<file path="src/hdl/b2d_pkg.sv">
// Shared types and constants for the 128-bit binary to decimal digit converter.
// No dependencies; used by the controller, the datapath and the top level.
package b2d_pkg;

  localparam int BIN_W     = 128;
  localparam int HALF_W    = 64;
  localparam int DIGITS    = 39;
  localparam int BCD_W     = DIGITS * 4;
  localparam int BIT_CNT_W = $clog2(BIN_W);
  localparam int DIG_CNT_W = $clog2(DIGITS);

  // Commands from the controller to the datapath.
  typedef struct packed {
    logic load;   // take a new value and clear the BCD register
    logic conv;   // one double-dabble adjust-and-shift step
    logic skip;   // drop a leading zero digit
    logic emit;   // move the top digit into the output register
  } b2d_cmd_t;

  // Status from the datapath to the controller.
  typedef struct packed {
    logic conv_end;  // the step now running is the last conversion shift
    logic top_zero;  // the top BCD digit is zero
    logic dig_zero;  // the top BCD digit is the least significant one
    logic out_free;  // the output register can take a digit this cycle
  } b2d_status_t;

endpackage

</file>
<file path="src/hdl/b2d_ctrl.sv">
// Controller state machine of the binary to decimal converter.
// Depends on b2d_pkg for the command and status structs.
module b2d_ctrl import b2d_pkg::*; (
  input  logic        clk,
  input  logic        rst,
  input  logic        in_valid,
  output logic        in_stall,
  input  b2d_status_t status,
  output b2d_cmd_t    cmd
);

  typedef enum logic [3:0] {
    S_IDLE = 4'b0001,
    S_CONV = 4'b0010,
    S_SKIP = 4'b0100,
    S_EMIT = 4'b1000
  } state_t;

  state_t state;
  state_t state_next;

  always_ff @(posedge clk) begin
    if (rst) begin
      state <= S_IDLE;
    end else begin
      state <= state_next;
    end
  end

  always_comb begin
    state_next = state;
    cmd        = '0;
    in_stall   = 1'b1;
    unique case (state)
      S_IDLE: begin
        in_stall = 1'b0;
        if (in_valid) begin
          cmd.load   = 1'b1;
          state_next = S_CONV;
        end
      end
      S_CONV: begin
        cmd.conv = 1'b1;
        if (status.conv_end) begin
          state_next = S_SKIP;
        end
      end
      S_SKIP: begin
        // Leading zeros are shifted out, but the units digit always stays.
        if (status.top_zero && !status.dig_zero) begin
          cmd.skip = 1'b1;
        end else begin
          state_next = S_EMIT;
        end
      end
      S_EMIT: begin
        if (status.out_free) begin
          cmd.emit = 1'b1;
          if (status.dig_zero) begin
            state_next = S_IDLE;
          end
        end
      end
      default: begin
        state_next = S_IDLE;
      end
    endcase
  end

endmodule

</file>
<file path="src/hdl/b2d_datapath.sv">
// Datapath of the binary to decimal converter: binary and BCD shift registers,
// step counters and the output digit register. Depends on b2d_pkg.
module b2d_datapath import b2d_pkg::*; (
  input  logic               clk,
  input  logic               rst,
  input  b2d_cmd_t           cmd,
  output b2d_status_t        status,
  input  logic [HALF_W-1:0]  value_high,
  input  logic [HALF_W-1:0]  value_low,
  output logic               out_valid,
  input  logic               out_stall,
  output logic [3:0]         digit,
  output logic               last_digit
);

  logic [BIN_W-1:0]     bin;
  logic [BCD_W-1:0]     bcd;
  logic [BCD_W-1:0]     bcd_adj;
  logic [BIT_CNT_W-1:0] bit_cnt;
  logic [DIG_CNT_W-1:0] dig_cnt;
  logic [3:0]           top_digit;

  assign top_digit = bcd[BCD_W-1 -: 4];

  // Add three to every digit of five or more before the shift.
  always_comb begin
    for (int i = 0; i < DIGITS; i++) begin
      if (bcd[i*4 +: 4] >= 4'd5) begin
        bcd_adj[i*4 +: 4] = bcd[i*4 +: 4] + 4'd3;
      end else begin
        bcd_adj[i*4 +: 4] = bcd[i*4 +: 4];
      end
    end
  end

  always_ff @(posedge clk) begin
    if (cmd.load) begin
      bin     <= {value_high, value_low};
      bcd     <= '0;
      bit_cnt <= BIT_CNT_W'(BIN_W - 1);
      dig_cnt <= DIG_CNT_W'(DIGITS - 1);
    end else if (cmd.conv) begin
      {bcd, bin} <= {bcd_adj[BCD_W-2:0], bin, 1'b0};
      bit_cnt    <= bit_cnt - 1'b1;
    end else if (cmd.skip || cmd.emit) begin
      bcd     <= {bcd[BCD_W-5:0], 4'd0};
      dig_cnt <= dig_cnt - 1'b1;
    end
  end

  always_ff @(posedge clk) begin
    if (rst) begin
      out_valid <= 1'b0;
    end else if (cmd.emit) begin
      out_valid <= 1'b1;
    end else if (!out_stall) begin
      out_valid <= 1'b0;
    end
  end

  always_ff @(posedge clk) begin
    if (cmd.emit) begin
      digit      <= top_digit;
      last_digit <= (dig_cnt == '0);
    end
  end

  assign status.conv_end = (bit_cnt == '0);
  assign status.top_zero = (top_digit == 4'd0);
  assign status.dig_zero = (dig_cnt == '0);
  assign status.out_free = !out_valid || !out_stall;

endmodule

</file>
<file path="src/hdl/binary128_to_decimal_digits.sv">
// Top level of the 128-bit binary to decimal digit converter.
// Depends on b2d_pkg, b2d_ctrl and b2d_datapath.
//
// Channel | Direction | Handshake          | Payload
// --------+-----------+--------------------+-----------------------------------
// in      | input     | in_valid/in_stall  | value_high[63:0], value_low[63:0]
// out     | output    | out_valid/out_stall| digit[3:0], last_digit
//
// Each item is accepted, then passes one double-dabble shift per input bit, and
// then the digit phase: a step per dropped leading zero, a step to move from
// dropping zeros to emitting, and a step per digit handed to the output register.
// The output register takes one digit per cycle while out_stall is low, and
// output stalls lengthen the digit phase.
// Reset is synchronous and active high; it clears the controller state and
// the output valid flag. A new item is taken while the last digit still waits.
module binary128_to_decimal_digits import b2d_pkg::*; (
  input  logic              clk,
  input  logic              rst,
  input  logic              in_valid,
  output logic              in_stall,
  input  logic [HALF_W-1:0] value_high,
  input  logic [HALF_W-1:0] value_low,
  output logic              out_valid,
  input  logic              out_stall,
  output logic [3:0]        digit,
  output logic              last_digit
);

  b2d_cmd_t    cmd;
  b2d_status_t status;

  // The controller sequences load, conversion, leading-zero skip and emit.
  b2d_ctrl u_ctrl (
    .clk      (clk),
    .rst      (rst),
    .in_valid (in_valid),
    .in_stall (in_stall),
    .status   (status),
    .cmd      (cmd)
  );

  // The datapath holds the value, the BCD digits and the output register.
  b2d_datapath u_datapath (
    .clk        (clk),
    .rst        (rst),
    .cmd        (cmd),
    .status     (status),
    .value_high (value_high),
    .value_low  (value_low),
    .out_valid  (out_valid),
    .out_stall  (out_stall),
    .digit      (digit),
    .last_digit (last_digit)
  );

`ifndef NO_ASSERTIONS
  // A shown digit is always a valid decimal digit.
  a_digit_range: assert property (@(posedge clk) disable iff (rst)
    out_valid |-> (digit <= 4'd9))
    else $error("digit out of decimal range");

  // Once an item is taken, the input side stalls while it converts.
  a_busy_after_accept: assert property (@(posedge clk) disable iff (rst)
    (in_valid && !in_stall) |=> in_stall)
    else $error("input accepted during conversion");

  // After the last digit is taken, no further digit follows at once.
  a_no_digit_after_last: assert property (@(posedge clk) disable iff (rst)
    (out_valid && !out_stall && last_digit) |=> !out_valid)
    else $error("digit emitted after last digit");

  // Digits are only produced while the input side is busy.
  a_emit_when_busy: assert property (@(posedge clk) disable iff (rst)
    cmd.emit |-> in_stall)
    else $error("emit while idle");
`endif

endmodule
</file>
<file path="config.mk">
export PLATFORM = sky130hd
export DESIGN_NAME = binary128_to_decimal_digits
export DESIGN_NICKNAME = d
export VERILOG_FILES = /design/src/hdl/b2d_pkg.sv /design/src/hdl/b2d_ctrl.sv /design/src/hdl/b2d_datapath.sv /design/src/hdl/binary128_to_decimal_digits.sv
export SDC_FILE = /design/constraint.sdc
export NUM_CORES = 1
export LEC_CHECK = 0
export ABC_AREA = 1
export BUFFER_PORTS_ARGS = -buffer_cell sky130_fd_sc_hd__buf_2
export CAP_MARGIN = 20
export CORE_ASPECT_RATIO = 1.4
export CORE_MARGIN = 4
export CORE_UTILIZATION = 61
export CTS_CLUSTER_SIZE = 16
export DETAILED_ROUTE_END_ITERATION = 12
export GPL_ROUTABILITY_DRIVEN = 0
export PLACE_DENSITY = 0.89
export RECOVER_POWER = 100
export SETUP_SLACK_MARGIN = 0.15
export SLEW_MARGIN = 20
export SYNTH_ARGS = -nofsm -noshare
export SYNTH_HDL_FRONTEND = slang
export SYNTH_SLANG_ARGS = --single-unit
</file>
<file path="constraint.sdc">
create_clock -name clk -period 4.7 [get_ports clk]
set_input_delay 0.47 -clock clk [delete_from_list [all_inputs] [get_ports clk]]
set_output_delay 0.47 -clock clk [all_outputs]
set_load 0.05 [all_outputs]
</file>
### After elaboration in Yosys (flattened, before gate mapping)

Cells that the tools add are included.

* $add $sub $neg: 41
* order comparisons: 39
* equal/unequal tests: 10
* multiplexer cells: 59
* bitwise gates (word level): 1
* reductions and logical operators: 13

Operator list (count)
* $mux 156: 2
* $mux 128: 2
* $mux 4: 43
* $ge 4x3->1 const B: 39
* $add 4x2->4 const B: 38
* $pmux 4 s4: 1
* $mux 1: 10
* $ne 2x2->1 const B: 4
* $logic_not 7->1: 1
* $sub 7x1->7 const B: 1
* $logic_not 6->1: 1
* $sub 6x1->6 const B: 1
* $reduce_and 5->1: 1
* $eq 4x1->1 const B: 1
* $eq 4x2->1 const B: 1
* $eq 4x3->1 const B: 1
* $eq 4x4->1 const B: 1
* $logic_not 4->1: 1
* $ne 2x1->1 const B: 2
* $reduce_bool 2->1: 2
* $add 3x2->3 const B: 1
* $logic_not 1->1: 3
* $mux 3: 1
* $logic_or 1x1->1: 2
* 3 further kinds: 3

* register bits after elaboration: 307
* bits of input ports: 132
* output and inout bits: 7

### Longest topological paths before layout

Gate-level depths: netlist of run 1.

* word-level depth: 8
* gate-level depth with buffers: 11

### Modules after synthesis

Synthesis of run 1 repeated with hierarchy kept, for this count alone.

* cell total of the unflattened synthesis: 2775
* area total of the unflattened synthesis: 18485.2 µm²

By module, submodules not included
* b2d_datapath: instances 1, cells an instance 2728, area each 18198.7 µm², sequential area each 7397.1 µm²
* b2d_ctrl: instances 1, cells an instance 47, area each 286.5 µm², sequential area each 80.1 µm²

### Worst setup path after synthesis of run 1

OpenSTA, ideal clock, no wires.

* kind: register to register
* start: register u_ctrl.state[2]
* end: register u_datapath.bin[0] (enable)
* setup time: 492 ps
* arrival time: 4252 ps
* data required time: 4208 ps
* setup slack: -44 ps
* stages on the path, launching flop included: 8
* buffers on the path: 2
* period minus slack after synthesis: 4744 ps
* path through: dfxtp_1 -> nor2_1 -> nand2_1 -> nor2_4 -> inv_2 -> buf_2 -> buf_2 -> nand2_1

* longest elaborated chain between the ends: 3

RTL lines
* start: declaration: RTL line b2d_ctrl.sv:19 `state_t state;`
* start signal: assignment: RTL line b2d_ctrl.sv:26 `state <= state_next;`
* $eq 4x2->1 / $eq 4x1->1 (equally long branches): RTL line b2d_ctrl.sv:34 `unique case (state)`
* $mux 1: RTL line b2d_ctrl.sv:34
* $reduce_bool 2->1 (no source line) (*)
* end signal: assignment: RTL line b2d_datapath.sv:38 `bin <= {value_high, value_low};`
* end signal: assignment: RTL line b2d_datapath.sv:43 `{bcd, bin} <= {bcd_adj[BCD_W-2:0], bin, 1'b0};`
* end: declaration: RTL line b2d_datapath.sv:16 `logic [BIN_W-1:0] bin;`

Every way passes the cells marked *; elsewhere a longest branch is shown, timed or not.
A chain may end at the register's enable or synchronous reset.

### Final worst setup path of run 1

* start: register u_ctrl.state[1]
* end: register u_datapath.bcd[18]

* longest elaborated chain between the ends: 4

RTL lines
* $eq 4x3->1 / $eq 4x4->1 (equally long branches): RTL line b2d_ctrl.sv:34
* $mux 1: RTL line b2d_ctrl.sv:34
* $logic_or 1x1->1: RTL line b2d_datapath.sv:45 `end else if (cmd.skip || cmd.emit) begin`
* $reduce_bool 2->1 (no source line)
* end signal: assignment: RTL line b2d_datapath.sv:43
* end signal: assignment: RTL line b2d_datapath.sv:46 `bcd <= {bcd[BCD_W-5:0], 4'd0};`
* end: declaration: RTL line b2d_datapath.sv:17 `logic [BCD_W-1:0] bcd;`

Several ways; a longest one is shown, not always the timed one.

==> reports/qor.yml, run 1 <==
finish:
  final_common_cell: "nand2_1"
  finalInstanceArea_mm2: 0.0188
  antennaDiodeCount: 0
  multi_input_area_mm2: 0.00831
  fin_util_pct: 67.9
  layout_common_cells: "1015 x nand2_1, 285 x a21oi_1, 206 x nor2_1"
  area_growth_pct: 9.81
  drive_gt1_share_pct: 7.89
  n_fill_cell: 2208
  area.sequential_mm2: 0.00748
  nets: 2687
floorplan:
  top_level_ports: 139
  design.core.area_mm2: 0.0277
  die_w_um: 149
  dieArea_mm2: 0.0308
  die_h_um: 206
  initial_utilization_pct: 61.8
  rows: 72
global_route:
  track_usage_pct: 24.3
  antenna_found_initial: 0
  grt_overflow_total: 0
  grt_max_degree: 260
  grt_pass1_wl_um: 64800
  grt_pass1_vias: 15000
placed_design:
  placed_area_mm2: 0.0178
  portBuffers: 138
  dp_hpwl_um: 24100
  dpl_worst_slack_ps: 1550
status:
  status: "finished with violations"
  violations: "max-capacitance violations, max-slew violations"
route:
  drt-total-wl_um: 38400
  drt_drc_violations_left: 0
  num_vias: 15500
  routedWlPerCell_um: 13.4
  viasPerCell: 5.42
  antenna_left: 0
  drt-pass1-iter-count: 6
  drt_iter0_markers: 1110
power_and_ir_drop:
  powerDensity_mw_per_mm2: 455
  p_leak_nw: 8.38
  ir_worst_vdd_uv: 440
logic_synthesis:
  synth_compound_area_share_pct: 12.1
  yosys.area_share.adder_pct: 6.08
  synth_simple_gate_area_share_pct: 30.3
  syn_area_mm2: 0.0171
  synth_top_family_by_area: "simple AND/OR/NAND/NOR gates"
  synthFlopType: "dfxtp_1"
  ys_seq_area_share_pct: 43.7
  synthCells: 2390
  synthXorXnorAreaFrac_pct: 0.205
  synth-warning-count: 0
  synth_mux_area_share_pct: 0
  synth_nets: 2605
  ys_types: 30
  synth_edf_count: 133
  synth-async-reset-ratio_pct: 0
  syn_avg_cell_area_um2: 7.15
  ys_seq_elements: 307
cts:
  clkLatencyLatePin_ps: 560
  cts_hold_buf: 0
  clkSinkCount: 307
  root_buffer: "clkbuf_16"
  clkTransAtPathRegs_ps: 70
  clockBufferDepth: 3
  cts_buffers: 30
  ctsResizeCount: 0
  cts_tree: "built"
  htreeDepth: 1
  post_cts_buffers: 0
timing:
  period_needed_ps: 3620
  hold_violations: 0
  clock_skew_ps: 8.38
  tns_ps: 0
  worstMarginPinSlew_ps: 1940
  max_freq_ghz: 0.276
  finalWorstSetupSlack_ps: 1080
  period_share_pct: 77.1
  rsz0062_at_grt: "no"
  setup_viol: 0
  slew_violations: 141
  relSlewSlack_pct: -29.6
flow_run:
  cap_violations: 2
critical_path:
  crit_type: "flop to flop"
  required_ps: 5070
  endpoint_kind: "flop"
  cp.arrival_ps: 3990
  rr_worst_depth: 6
  crit_path_max_fanout: 95
  startpoint_type: "flop"
hold_path:
  holdPathStages: 2
  worst_hold_path_type: "input port to flop"
## path summary, 6_finish.rpt
kind,from,to,slack (ps)
setup / recovery,u_ctrl.state[1],u_datapath.bcd[18],1080
hold / removal,rst,u_datapath.out_valid,160
setup reg to reg,u_ctrl.state[1],u_datapath.bcd[18],1080
hold reg to reg,u_datapath.bcd[153],u_datapath.digit[1],480
## cell usage after synthesis (2+ instances only)
cell type	instances	area share, %
nand3_1	75	2.2
buf_6	13	0.86
o21ai_1	2	0.059
o21ai_0	55	1.6
nor3_1	5	0.15
inv_2	3	0.066
a21oi_1	285	8.3
xor2_1	3	0.15
a21o_1	2	0.088
nor2_4	3	0.20
nand4_1	19	0.70
o211ai_1	4	0.18
nor2_1	205	4.5
buf_2	36	1.1
edfxtp_1	133	23
nand2_1	1014	22
dfxtp_1	174	20
o211a_1	30	1.8
nand3_2	2	0.12
buf_4	17	0.75
ha_1	83	6.1
clkbuf_1	30	0.66
inv_1	186	4.1
buf_1	5	0.11
## metrics by stage
stage          std cells  hold WS [ps]  total power [W]
2_1_floorplan       2390           430          0.00561
3_3_place_gp        2810           455          0.00595
3_5_place_dp        2810           459          0.00605
4_1_cts             2866           154          0.00861
5_1_grt             2866           163          0.00903
6_report            2866           163          0.00854
## worst max-delay path, cell delays in order, from the launching register on
cell      delay, ps
dfxtp_1         400
nand2_1          80
nor2_1         1310
nor2_4           30
clkbuf_2       1060
nand2_1         350
a21oi_1         110
## kinds of logic after synthesis
| group | count (synthesis) |
|---|---|
| AO/OA/AOI/OAI | 380 |
| XOR/XNOR | 4 |
| adder cells (fa/ha/maj) | 83 |
| buffers and inverters | 290 |
| flip-flops | 307 |
| AND/OR/NAND/NOR | 1326 |
## flip-flops by register name (all words and copies together), names as in the netlist
name	count
u_datapath.bin	128
u_datapath.last_digit	1
u_datapath.dig_cnt	6
u_datapath.bit_cnt	7
u_datapath.digit	4
u_ctrl.state	4
u_datapath.bcd	156
u_datapath.out_valid	1
## routing by layer
metal	vias to the layer above	track usage [%]	share of wire (%)	wire (um)
met5	-	0	0	0
met3	89	3.51	5.7	2180
met2	417	44.2	50	19200
met1	7182	29.2	42	16000
li1	7836	-	-	-
met4	0	8.28	2.5	970
## area by class of cell
class | count | share of cell area (%)
Multi-Input combinational cell | 1793 | 44.3
Sequential cell | 307 | 39.8
Clock buffer | 38 | 4.38
Timing Repair Buffer | 151 | 4.09
Inverter | 189 | 3.79
Tap cell | 370 | 2.47
Clock inverter | 18 | 1.18
## report_power, final
part | total, W | leakage [nW] | internal [W] | switching, W
Combinational | 0.00213 | 5.23 | 0.000488 | 0.00164
Clock | 0.00254 | 0.498 | 0.00151 | 0.00103
Sequential | 0.00387 | 2.66 | 0.00370 | 0.000178
Total | 0.00854 | 8.38 | 0.00569 | 0.00285
Note: power is estimated with default switching activity, not from simulation.
==> inputs of run 2 (changes only) <==
- ABC_AREA: 1 -> 0
- CORE_UTILIZATION: 61 -> 60
- PLACE_DENSITY: 0.89 -> 0.88
- clock period: 4.7 -> 3.39 ns (I/O delays scaled with it)
==> run 2 against run 1 <==
  * The run still ends with max-capacitance violations, max-slew violations left
  * Critical path depth is 2 higher
  * Area after synthesis down 6.8%
  * Clock power rose by 30%
  * Sequential power rose by 12%
  * Sequential cell count is the same
  * Count of clock-buffer cells in the layout down 2
  * Power shrank 0.45%
  * Cell count down 21%
  * Critical path type unchanged
  * Largest cell class unchanged
  * Largest power group unchanged
  * Highest routed layer is now met5
==> reports/qor.yml, run 2 <==
timing:
  hold_violations: 0  # unchanged
  setup_viol: 0  # unchanged
  period_share_pct: 83.3  # +6.3 points
  rsz0062_at_grt: "no"
  max_freq_ghz: 0.354  # +28%
  relSlewSlack_pct: -8.87  # +21 points
  period_needed_ps: 2820  # -797 ps
  slew_violations: 123  # -13%
  worstMarginPinSlew_ps: 1630  # -310 ps
  tns_ps: 0  # unchanged
  clock_skew_ps: 12.4  # +4.02 ps
route:
  viasPerCell: 5.95  # +9.8%
  drt_drc_violations_left: 0  # unchanged
  routedWlPerCell_um: 15.9  # +19%
  antenna_left: 0  # unchanged
  num_vias: 13500  # -13%
  drt_iter0_markers: 1039  # -6.4%
  drt-total-wl_um: 36200  # -5.5%
  drt-pass1-iter-count: 8  # +2
flow_run:
  cap_violations: 2  # unchanged
critical_path:
  cp_cell_sequence: "inv_1, ha_1, or3b_2, a311oi_1, or2_4, nor2_1, buf_6, a221o_1"
  endpoint_kind: "flop"
  cp_num_buf_inv: 2  # +1
  crit_start: "u_datapath.bcd[152]"
  required_ps: 3820  # -1250 ps
  cpMaxStageDelayCell: "a311oi_1"
  critical-path-top-delay-family: "compound AO/OA/AOI/OAI gates"
  cp_num_cells: 8  # +2
  rr_startpoint: "u_datapath.bcd[152]"
  crit_type: "flop to flop"
  startpoint_type: "flop"
  rr_worst_depth: 8  # +2
  r2r-end: "u_datapath.bcd[104]"
  slowest_delay_ps: 540  # -770 ps
  r2r_slack_ps: 570  # -510 ps
  crit_end: "u_datapath.bcd[104]"
  crit_path_max_fanout: 112  # +18%
  cp.arrival_ps: 3250  # -740 ps
logic_synthesis:
  yosys.area_share.adder_pct: 6.52  # +0.44 points
  synth_mux_area_share_pct: 0.134  # +0.13 points
  ys_seq_area_share_pct: 46.9  # +3.2 points
  synth-async-reset-ratio_pct: 0  # unchanged
  syn_area_mm2: 0.0159  # -6.8%
  ys_seq_elements: 307  # unchanged
  synth-warning-count: 0  # unchanged
  synth_common_cells: "548 x nand2_1, 174 x dfxtp_1, 155 x a21oi_1, 133 x edfxtp_1, 125 x nor2_1"
  synthCells: 1828  # -24%
  synthFlopType: "dfxtp_1"
  synth_edf_count: 133  # unchanged
  synth_compound_area_share_pct: 17.3  # +5.2 points
  synth_nets: 2043  # -22%
  synth_top_area_cell: "edfxtp_1"
  syn_avg_cell_area_um2: 8.72  # +22%
  synth_area_leaders: "edfxtp_1 25%, dfxtp_1 22%, nand2_1 13%"
  synth_simple_gate_area_share_pct: 21.8  # -8.5 points
  yosysMostFrequentCell: "nand2_1"
  synth.top_cell.area_share_pct: 25.1  # +1.7 points
  ys_types: 44  # +47%
  synth_top_family_by_area: "simple AND/OR/NAND/NOR gates"
  synthXorXnorAreaFrac_pct: 2.64  # +2.4 points
hold_path:
  min-delay-start: "rst"
  worst_hold_path_type: "input port to flop"
power_and_ir_drop:
  switching_share_pct: 25.0  # -8.4 points
  seqPwrFrac_pct: 50.9  # +5.5 points
  internal-power_w: 0.00638  # +12%
  pwr-share-comb_pct: 10.2  # -15 points
  powerDensity_mw_per_mm2: 480  # +5.5%
  p_clk_share_pct: 38.9  # +9.2 points
  power.total_w: 0.00850  # -0.45%
  netSwitchingPower_w: 0.00212  # -25%
  ir_worst_vdd_uv: 309  # -30%
  p_leak_nw: 6.82  # -19%
cts:
  post_cts_buffers: 0  # unchanged
  ctsResizeCount: 0  # unchanged
  cts_buffers: 29  # -3.3%
  cts_hold_buf: 0  # unchanged
  clkSinkCount: 307  # unchanged
  htreeDepth: 1  # unchanged
  clkLatencyLatePin_ps: 540  # -20 ps
  root_buffer: "clkbuf_16"
  cts_tree: "built"
  clkTransAtPathRegs_ps: 70  # about the same
  clockBufferDepth: 3  # unchanged
finish:
  reg.largest.list: "u_datapath.bcd x156, u_datapath.bin x128, u_datapath.bit_cnt x7"
  largest_reg_flops: 156  # unchanged
  finalInstanceArea_mm2: 0.0177  # -5.6%
  antennaDiodeCount: 0  # unchanged
  area_growth_pct: 11.2
  nets: 2142  # -20%
  layout_common_cells: "547 x nand2_1, 174 x dfxtp_1, 155 x a21oi_1"
  drive_gt1_share_pct: 10.3  # +2.4 points
  regMostFlops: "u_datapath.bcd"
  final_common_cell: "nand2_1"
  instances_no_fill: 2273  # -21%
global_route:
  antenna_found_initial: 3  # +3
  grt_pass1_vias: 13200  # -12%
  grt_pass1_wl_um: 61000  # -5.9%
  grt_max_degree: 120  # -54%
  grt_overflow_total: 0  # unchanged
  track_usage_pct: 23.8  # -0.45 points
floorplan:
  initial_utilization_pct: 60.8  # -0.97 points
  dieArea_mm2: 0.0293  # -5.0%
  top_level_ports: 139  # unchanged
  die_w_um: 146  # -2.5%
  design.core.area_mm2: 0.0262  # -5.3%
  rows: 70  # -2.8%
  die_h_um: 201  # -2.6%
status:
  violations: "max-capacitance violations, max-slew violations"
  status: "finished with violations"
placed_design:
  placed_area_mm2: 0.0169  # -5.2%
  dp_hpwl_um: 23100  # -4.4%
  placed_cells: 2220  # -21%
  portBuffers: 138  # unchanged
-- run 2: cell families after synthesis --
logic type / Yosys count
xor gates and xnor gates: 48
AOI/OAI and AO/OA: 399
and+or+nand+nor: 815
buffers and inverters: 174
DFF: 307
adders and majority gates: 83
muxes: 2
-- run 2: layout make-up --
type	count	area (um^2)
flip-flops and latches	307	7480
inverters	85	319
multi-input cells	1347	7710
well taps	324	405
clock inverters	17	198
clock buffers	36	752
repair buffers	157	851
fillers	1942	8470
-- run 2: worst reg2reg max path, stage by stage (launching register included) --
cell	delay, ps
dfxtp_1	360
inv_1	100
ha_1	140
or3b_2	440
a311oi_1	540
or2_4	250
nor2_1	50
buf_6	370
a221o_1	460
-- run 2: routing by layer --
metal	global-route usage (%)	part of all wire [%]	up-vias
met3	3.79	5.6	94
met5	0	0.10	-
li1	-	-	6533
met1	29.2	41	6452
met4	7.88	2.8	6
met2	42.7	51	428
-- run 2: worst min path at each step --
| stage | to | slack (ps) | depth (start not counted) |
|---|---|---|---|
| floorplan | u_ctrl.state[1] | 410 | 1 |
| global placement | u_datapath.bit_cnt[6] | 460 | 2 |
| detailed placement | u_datapath.bit_cnt[6] | 480 | 2 |
| CTS | u_ctrl.state[1] | 6 | 2 |
| global route | u_ctrl.state[1] | 30 | 2 |
| finish | u_ctrl.state[1] | 30 | 2 |
-- run 2: power by group through the flow --
| stage | Sequential, W | Clock (W) | Combinational (W) |
|---|---|---|---|
| 2_1_floorplan | 0.00438 | 0 | 0.000625 |
| 3_3_place_gp | 0.00439 | 0 | 0.000854 |
| 3_5_place_dp | 0.00440 | 0 | 0.000883 |
| 4_1_cts | 0.00432 | 0.00335 | 0.000895 |
| 5_1_grt | 0.00434 | 0.00351 | 0.000988 |
| 6_report | 0.00432 | 0.00331 | 0.000868 |
-- run 2: stage by stage --
step,setup slack (ps),utilization [%],hold WS [ps]
CTS,913,68.0,6.43
finish,566,67.6,33.0
floorplan,314,-,408
global placement,987,64.4,462
global route,410,67.6,30.9
detailed placement,944,64.4,480
==> inputs of run 3 (changes only) <==
- CORE_UTILIZATION: 60 -> 54
- PLACE_DENSITY: 0.88 -> 0.84
- clock period: 3.39 -> 2.4 ns (I/O delays scaled with it)
==> run 3 against run 2 <==
  * The run now ends clean
  * Sequential cell count unchanged
  * First-iteration DRC count up 59%
  * Via count up 11%
  * Setup slack worse by 430 ps
  * Sequential share of layout area down 4.4 points
  * Utilization up 0.19 points
  * Hold slack worse by 26 ps
  * Highest routed layer is now met4
==> reports/qor.yml, run 3 (same netlist as run 2, synthesis figures left out) <==
critical_path:
  cp.arrival_ps: 2700  # -550 ps
  crit_path_max_fanout: 14  # -88%
  endpoint_kind: "flop"
  cp_num_buf_inv: 3  # +1
  cp_cell_sequence: "inv_2, ha_1, or3b_1, a311oi_4, or2_4, nor2_4, buf_12, buf_12, a221o_1"
  critical-path-top-delay-family: "simple AND/OR/NAND/NOR gates"
  crit_type: "flop to flop"
  cpMaxStageDelayCell: "or3b_1"
  required_ps: 2830  # -990 ps
  crit_top_cell: "buf_12"
  r2r_slack_ps: 130  # -430 ps
  slowest_delay_ps: 400  # -140 ps
  startpoint_type: "flop"
route:
  antenna_left: 0  # unchanged
  drt-pass1-iter-count: 6  # -2
  met3_length_um: 3730  # +84%
  drt_iter0_markers: 1649  # +59%
  num_vias: 15100  # +11%
  drt_drc_violations_left: 0  # unchanged
  met2_length_um: 24700  # +35%
  wl_met1_um: 17700  # +19%
  routedWlPerCell_um: 19.2  # +20%
  top_layer: "met4"
  drt-total-wl_um: 47800  # +32%
  viasPerCell: 6.05  # +1.7%
timing:
  relSlewSlack_pct: 30.5  # +39 points
  tns_ps: 0  # unchanged
  max_freq_ghz: 0.441  # +25%
  clock_skew_ps: 19.5  # +7.12 ps
  slew_violations: 0  # -100%
  worstMarginPinSlew_ps: 1040  # -591 ps
  rsz0062_at_grt: "yes"
  fin_hold_ws_ps: 6.80  # -26.2 ps
  setup_viol: 0  # unchanged
  period_needed_ps: 2270  # -559 ps
  period_share_pct: 94.4  # +11 points
  hold_violations: 0  # unchanged
finish:
  area_growth_pct: 24.2
  instances_no_fill: 2491  # +9.6%
  n_fill_cell: 1970  # +1.4%
  layout_common_cells: "546 x nand2_1, 173 x dfxtp_1, 155 x a21oi_1"
  largest_reg_flops: 156  # unchanged
  fin_util_pct: 67.8  # +0.19 points
  regMostFlops: "u_datapath.bcd"
  nets: 2299  # +7.3%
  final_common_cell: "nand2_1"
  drive_gt1_share_pct: 12.0  # +1.7 points
  reg.largest.list: "u_datapath.bcd x156, u_datapath.bin x128, u_datapath.bit_cnt x7"
placed_design:
  portBuffers: 138  # unchanged
  dp_hpwl_um: 23800  # +3.1%
  placed_cells: 2287  # +3.0%
floorplan:
  rows: 74  # +5.7%
  die_h_um: 211  # +5.2%
  initial_utilization_pct: 54.6  # -6.2 points
  die_w_um: 153  # +5.1%
  dieArea_mm2: 0.0324  # +11%
  top_level_ports: 139  # unchanged
  design.core.area_mm2: 0.0292  # +11%
hold_path:
  worst_hold_path_type: "input port to flop"
power_and_ir_drop:
  ir_worst_vdd_uv: 549  # +78%
  powerDensity_mw_per_mm2: 662  # +38%
  power.total_w: 0.0131  # +54%
  p_leak_nw: 7.69  # +13%
cts:
  root_buffer: "clkbuf_16"
  cts_tree: "built"
  clkSinkCount: 307  # unchanged
  htreeDepth: 1  # unchanged
  clkTransAtPathRegs_ps: 70  # about the same
  clkLatencyLatePin_ps: 570  # +30 ps
  cts_buffers: 30  # +3.4%
  clockBufferDepth: 3  # unchanged
global_route:
  track_usage_pct: 27.0  # +3.2 points
  grt_pass1_vias: 14500  # +9.7%
  grt_max_degree: 141  # +18%
  grt_pass1_wl_um: 73700  # +21%
  grt_overflow_total: 0  # unchanged
  antenna_found_initial: 1  # -2
status:
  status: "finished, final reports clean"
flow_run:
  cap_violations: 0  # -2
-- run 3: cell types whose count changed in the layout (fill, tap and decap cells not counted), sizes merged --
cell,before,now
dlygate4sd3,0,121
bufbuf,0,1
buf,146,174
clkbuf,47,54
diode,0,3
nor2,125,126
clkinv,10,8
clkinvlp,2,5
-- run 3: repair_timing --
| item | in CTS | in global routing |
|---|---|---|
| hold buffers | 121 | 0 |
| hold endpoints to repair | 124 | 0 |
| buffers inserted | 4 | 10 |
| resized for setup | 7 | 16 |
| endpoints found under the setup margin | 130 | 149 |
| gates cloned | 3 | 7 |
| pin swaps | 3 | 4 |
-- run 3: path summary, 6_finish.rpt --
kind / cells past startpoint / to / startpoint
min: 3 / u_datapath.bin[124] / value_high[60]
max: 9 / u_datapath.bcd[49] / u_datapath.bcd[153]
min reg2reg: 2 / u_datapath.bit_cnt[6] / u_datapath.bit_cnt[6]
max reg2reg: 9 / u_datapath.bcd[49] / u_datapath.bcd[153]
-- run 3: power breakdown --
part / internal (W) / switching, W / leakage [nW]
logic: 0.000659 / 0.00115 / 4.50
registers: 0.00600 / 0.000158 / 2.68
clock network: 0.00296 / 0.00218 / 0.510
-- run 3: area by class of cell --
| class | instances | area (um^2) | area share [%] |
|---|---|---|---|
| Antenna cell | 3 | 7.51 | 0.0379 |
| Clock buffer | 38 | 853 | 4.31 |
| Clock inverter | 18 | 209 | 1.06 |
| Inverter | 85 | 319 | 1.61 |
| Multi-Input combinational cell | 1348 | 7800 | 39.4 |
| Sequential cell | 307 | 7480 | 37.8 |
| Tap cell | 380 | 475 | 2.40 |
| Timing Repair Buffer | 312 | 2650 | 13.4 |
-- run 3: stage by stage --
stage          instance area (um^2)  setup slack [ps]
6_report                      19800               134
5_1_grt                       19800              21.8
4_1_cts                       19500               157
3_5_place_dp                  17100             -35.0
3_3_place_gp                  17100              52.6
2_1_floorplan                 16000              98.6
-- run 3: worst reg2reg max path: cells and delay by family (launching register included) --
family,cells,cell delay [ps]
AND/OR/NAND/NOR,3,670
AO/OA/AOI/OAI,2,640
buffers and inverters,3,380
flip-flops,1,320
adder cells (fa/ha/maj),1,120
-- run 3: per-layer routing --
layer,track usage [%],vias up
li1,-,6865
met1,32.1,7258
met2,50.2,799
met3,3.46,144
met4,9.04,0
met5,0,-
